File: config.mk
export PLATFORM = sky130hd
export DESIGN_NAME = fca_ram
export DESIGN_NICKNAME = d
export VERILOG_FILES = /design/src/fca_ram.sv
export SDC_FILE = /design/constraint.sdc
export NUM_CORES = 2
export LEC_CHECK = 0
export BUFFER_PORTS_ARGS = -buffer_cell sky130_fd_sc_hd__clkbuf_2
export CAP_MARGIN = 15
export CORE_MARGIN = 1
export CORE_UTILIZATION = 60
export DETAILED_ROUTE_END_ITERATION = 8
export PLACE_DENSITY = 0.73
export SLEW_MARGIN = 5
export SYNTH_ARGS = -nofsm -noshare
export SYNTH_HDL_FRONTEND = slang
export SYNTH_SLANG_ARGS = --single-unit
File: constraint.sdc
create_clock -name clk -period 4.8 [get_ports clk]
set_input_delay 0.48 -clock clk [delete_from_list [all_inputs] [get_ports clk]]
set_output_delay 0.48 -clock clk [all_outputs]
set_load 0.02 [all_outputs]
File: src/fca_ram.sv
// fca_ram: generic single-write, single-read RAM with registered read data.
// No dependencies.
module fca_ram #(
  parameter int WIDTH = 32,
  parameter int DEPTH = 128
) (
  input  logic                     clk,
  input  logic                     we,
  input  logic [$clog2(DEPTH)-1:0] waddr,
  input  logic [WIDTH-1:0]         wdata,
  input  logic [$clog2(DEPTH)-1:0] raddr,
  output logic [WIDTH-1:0]         rdata
);

  logic [WIDTH-1:0] mem_r [DEPTH];
  logic [WIDTH-1:0] rdata_r;

  always_ff @(posedge clk) begin
    if (we) begin
      mem_r[waddr] <= wdata;
    end
    rdata_r <= mem_r[raddr];
  end

  assign rdata = rdata_r;

endmodule

==> results.cfg <==
[layout]
drive_gt1_frac = 0.366
final_area_um2 = 177000
final_nets = 6554
syn2layout_area_growth_pct = 13.3

[logic_synthesis]
ys.flop_type = edfxtp_1
syn_inst = 5990
synthAdderAreaFrac = 0
syn_area_um2 = 156000
ys_seq_area_frac = 0.791
netlist-cell-type-count = 17
yosysWarnings = 0
synth_top_family_by_area = multiplexers
synth_compound_area_frac = 0
synth_xor_area_frac = 0
ys_async_sr_fraction = 0
ys_ff_latch = 4128
avgSynthCellArea_um2 = 26.1
synth_mux_area_frac = 0.196
syn_nets = 6038
synth-simple-area-share = 0.00446
synth_edf_count = 4096

[power_and_ir_drop]
p_per_area_nw_per_um2 = 424
power_switching_share = 0.211
pwr-share-seq = 0.533
total_power_w = 0.0751
p_sw_w = 0.0159
p_clk_frac = 0.414
p_int_w = 0.0592
pwr-share-comb = 0.053
leakage_nw = 54.6
ir_worst_vdd_uv = 391

[drt]
finalWirelength_um = 421000
via_per_inst = 7.18
wire_per_inst_um = 41.2
postRouteAntennaNets = 0
num_vias = 73400
drt_iter0_drc = 12400
drtPass1Iterations = 6
post-route-drc-count = 0

[critical_path]
path_max_fanout = 46
critPathArrivalTime_ns = 3.81
cp-start-kind = input port
critPathKind = in2reg
r2r_cells = 4
timing.rr.end = rdata[0]
regToRegStartpoint = mem_r[2][0]
max_stage_delay_ns = 0.59
rrSetupSlack_ns = 2.17
crit_chain = buf_12, buf_12, buf_12, buf_4, mux4_2, mux4_2, mux4_2, mux2_2
cp_slowest_cell = mux4_2
cp_data_required_time_ns = 5.63
endpoint_kind = flip-flop

[place]
post-dp-hpwl_um = 230000
io_buffers = 79
pre_cts_ws_ns = 0.885
place_congestion = 0.860
placed_cell_area_um2 = 164000

[cts]
cts_root_buf = clkbuf_16
cts_tree = done
clock_sinks = 4128
cts_buffer_depth = 4
clkTransAtPathRegs_ns = 0.06
cts_buffers = 409
htreeDepth = 5
clock_latency_ns = 0.98

[floorplan]
die-area_um2 = 263000
core_um2 = 258000
die_x_um = 512
rows = 186
die_y_um = 512
start_util = 0.606
ios = 80

[hold_path]
hp-class = in2reg
min_delay_path_depth = 1
hp-start = wdata[15]
min_to = mem_r[58][15]

[sta]
maxSlewViolCount = 0
finalClockSkew_ns = 0.0896
setup_viol = 0
fin_ws_ns = 1.82
fmax_mhz = 336
hold_violations = 0
fin_crit_ns = 2.98
fin_setup_tns_ns = 0
timing.hold.ws_ns = 0.0582
slew_headroom = 0.102
fin_crit_sh = 0.621
grt_setup_unrepaired = no
tightest_slew_ns = 1.35

[outcome]
status = complete, no violations

[grt]
grt_overflow = 0
antenna_found_initial = 68
track_usage = 0.326
grt_max_degree = 98
grt_pass1_wl_um = 583000
grt_pass1_vias = 73700

[flow_run]
cap_violations = 0
==> worst max path at each step <==
stage / slack, ns / start / end
6_report: 1.82 / raddr[0] / rdata[25]
5_1_grt: 1.80 / raddr[0] / rdata[8]
4_1_cts: 1.86 / raddr[0] / rdata[14]
3_5_place_dp: 0.88 / raddr[0] / rdata[14]
3_3_place_gp: 0.92 / raddr[0] / rdata[8]
2_1_floorplan: 1.08 / we / mem_r[98][0]
==> what timing repair did <==
item                       in CTS  in global routing
resized for setup               0                  0
hold endpoints to repair       69                  0
setup endpoints to repair       0                  0
hold buffers                    3                  0
setup buffers                   0                  0
==> power by group through the flow <==
stage | Clock [W] | Combinational (W) | Sequential (W)
floorplan | 0 | 0.00192 | 0.0407
global placement | 0 | 0.00386 | 0.0407
detailed placement | 0 | 0.00393 | 0.0408
CTS | 0.0313 | 0.00399 | 0.0400
global route | 0.0325 | 0.00410 | 0.0400
finish | 0.0311 | 0.00402 | 0.0400
==> Yosys cell counts, types with 2 or more instances <==
cell | count | area (um^2)
mux2_2 | 32 | 360
edfxtp_1 | 4096 | 123000
nand3_1 | 12 | 60.1
nor2b_1 | 7 | 43.8
buf_6 | 2 | 22.5
nand2b_1 | 2 | 12.5
dfxtp_1 | 32 | 641
nor2_1 | 122 | 458
nand4_1 | 3 | 18.8
mux4_2 | 1344 | 30300
nor3_1 | 9 | 45.0
clkbuf_1 | 182 | 683
buf_2 | 79 | 395
nand2_1 | 14 | 52.6
buf_4 | 3 | 22.5
buf_1 | 50 | 188
==> sequential cells by signal, summed over array words and instances, names as in the netlist <==
register  cells
mem_r      4096
rdata        32
==> metrics by stage <==
| step | std cells | utilization |
|---|---|---|
| finish | 10200 | 0.686 |
| global route | 10200 | 0.686 |
| CTS | 10200 | 0.686 |
| detailed placement | 9476 | 0.636 |
| global placement | 9476 | 0.636 |
| floorplan | 5990 | - |
==> cell usage in the layout (no fill, tap or decap), types with 2 or more instances in the layout <==
cell and instances:
buf_12 68, buf_4 305, buf_8 3, bufinv_16 39
clkbuf_1 77, clkbuf_16 412, clkbuf_2 40, clkbuf_8 9
clkinv_1 81, clkinv_2 79, clkinv_4 4, clkinv_8 2
clkinvlp_4 13, dfxtp_1 32, diode_2 23, dlygate4sd3_1 3
edfxtp_1 4096, inv_6 5, mux2_2 32, mux4_2 1344
nand2_1 11, nand2_2 3, nand2b_1 2, nand3_1 8
nand3_2 4, nand4_1 3, nor2_1 3, nor2_4 119
nor2b_1 7, nor3_2 9
==> per-layer routing <==
layer,up-vias,wire (um),GRT usage
met5,-,138,0
met4,20,27000,0.178
met3,992,52500,0.0743
met2,5809,201000,0.505
met1,39100,141000,0.439
li1,27500,-,-
==> worst max-delay path: cells and delay by family <==
family	cells	cell delay (ns)
muxes	4	1.89
buffers and inverters	4	1.24
==> final cells by class <==
cell class | instances | area, um^2
Antenna cell | 23 | 57.6
Clock buffer | 498 | 10700
Clock inverter | 225 | 2130
Fill cell | 14500 | 80800
Multi-Input combinational cell | 1546 | 32300
Sequential cell | 4128 | 124000
Tap cell | 3384 | 4230
Timing Repair Buffer | 421 | 3940
==> cell families after synthesis <==
family,after synthesis
multiplexers,1376
buffers and inverters,316
flip-flops,4128
AND/OR/NAND/NOR,170
(Power assumes the default switching activity.)
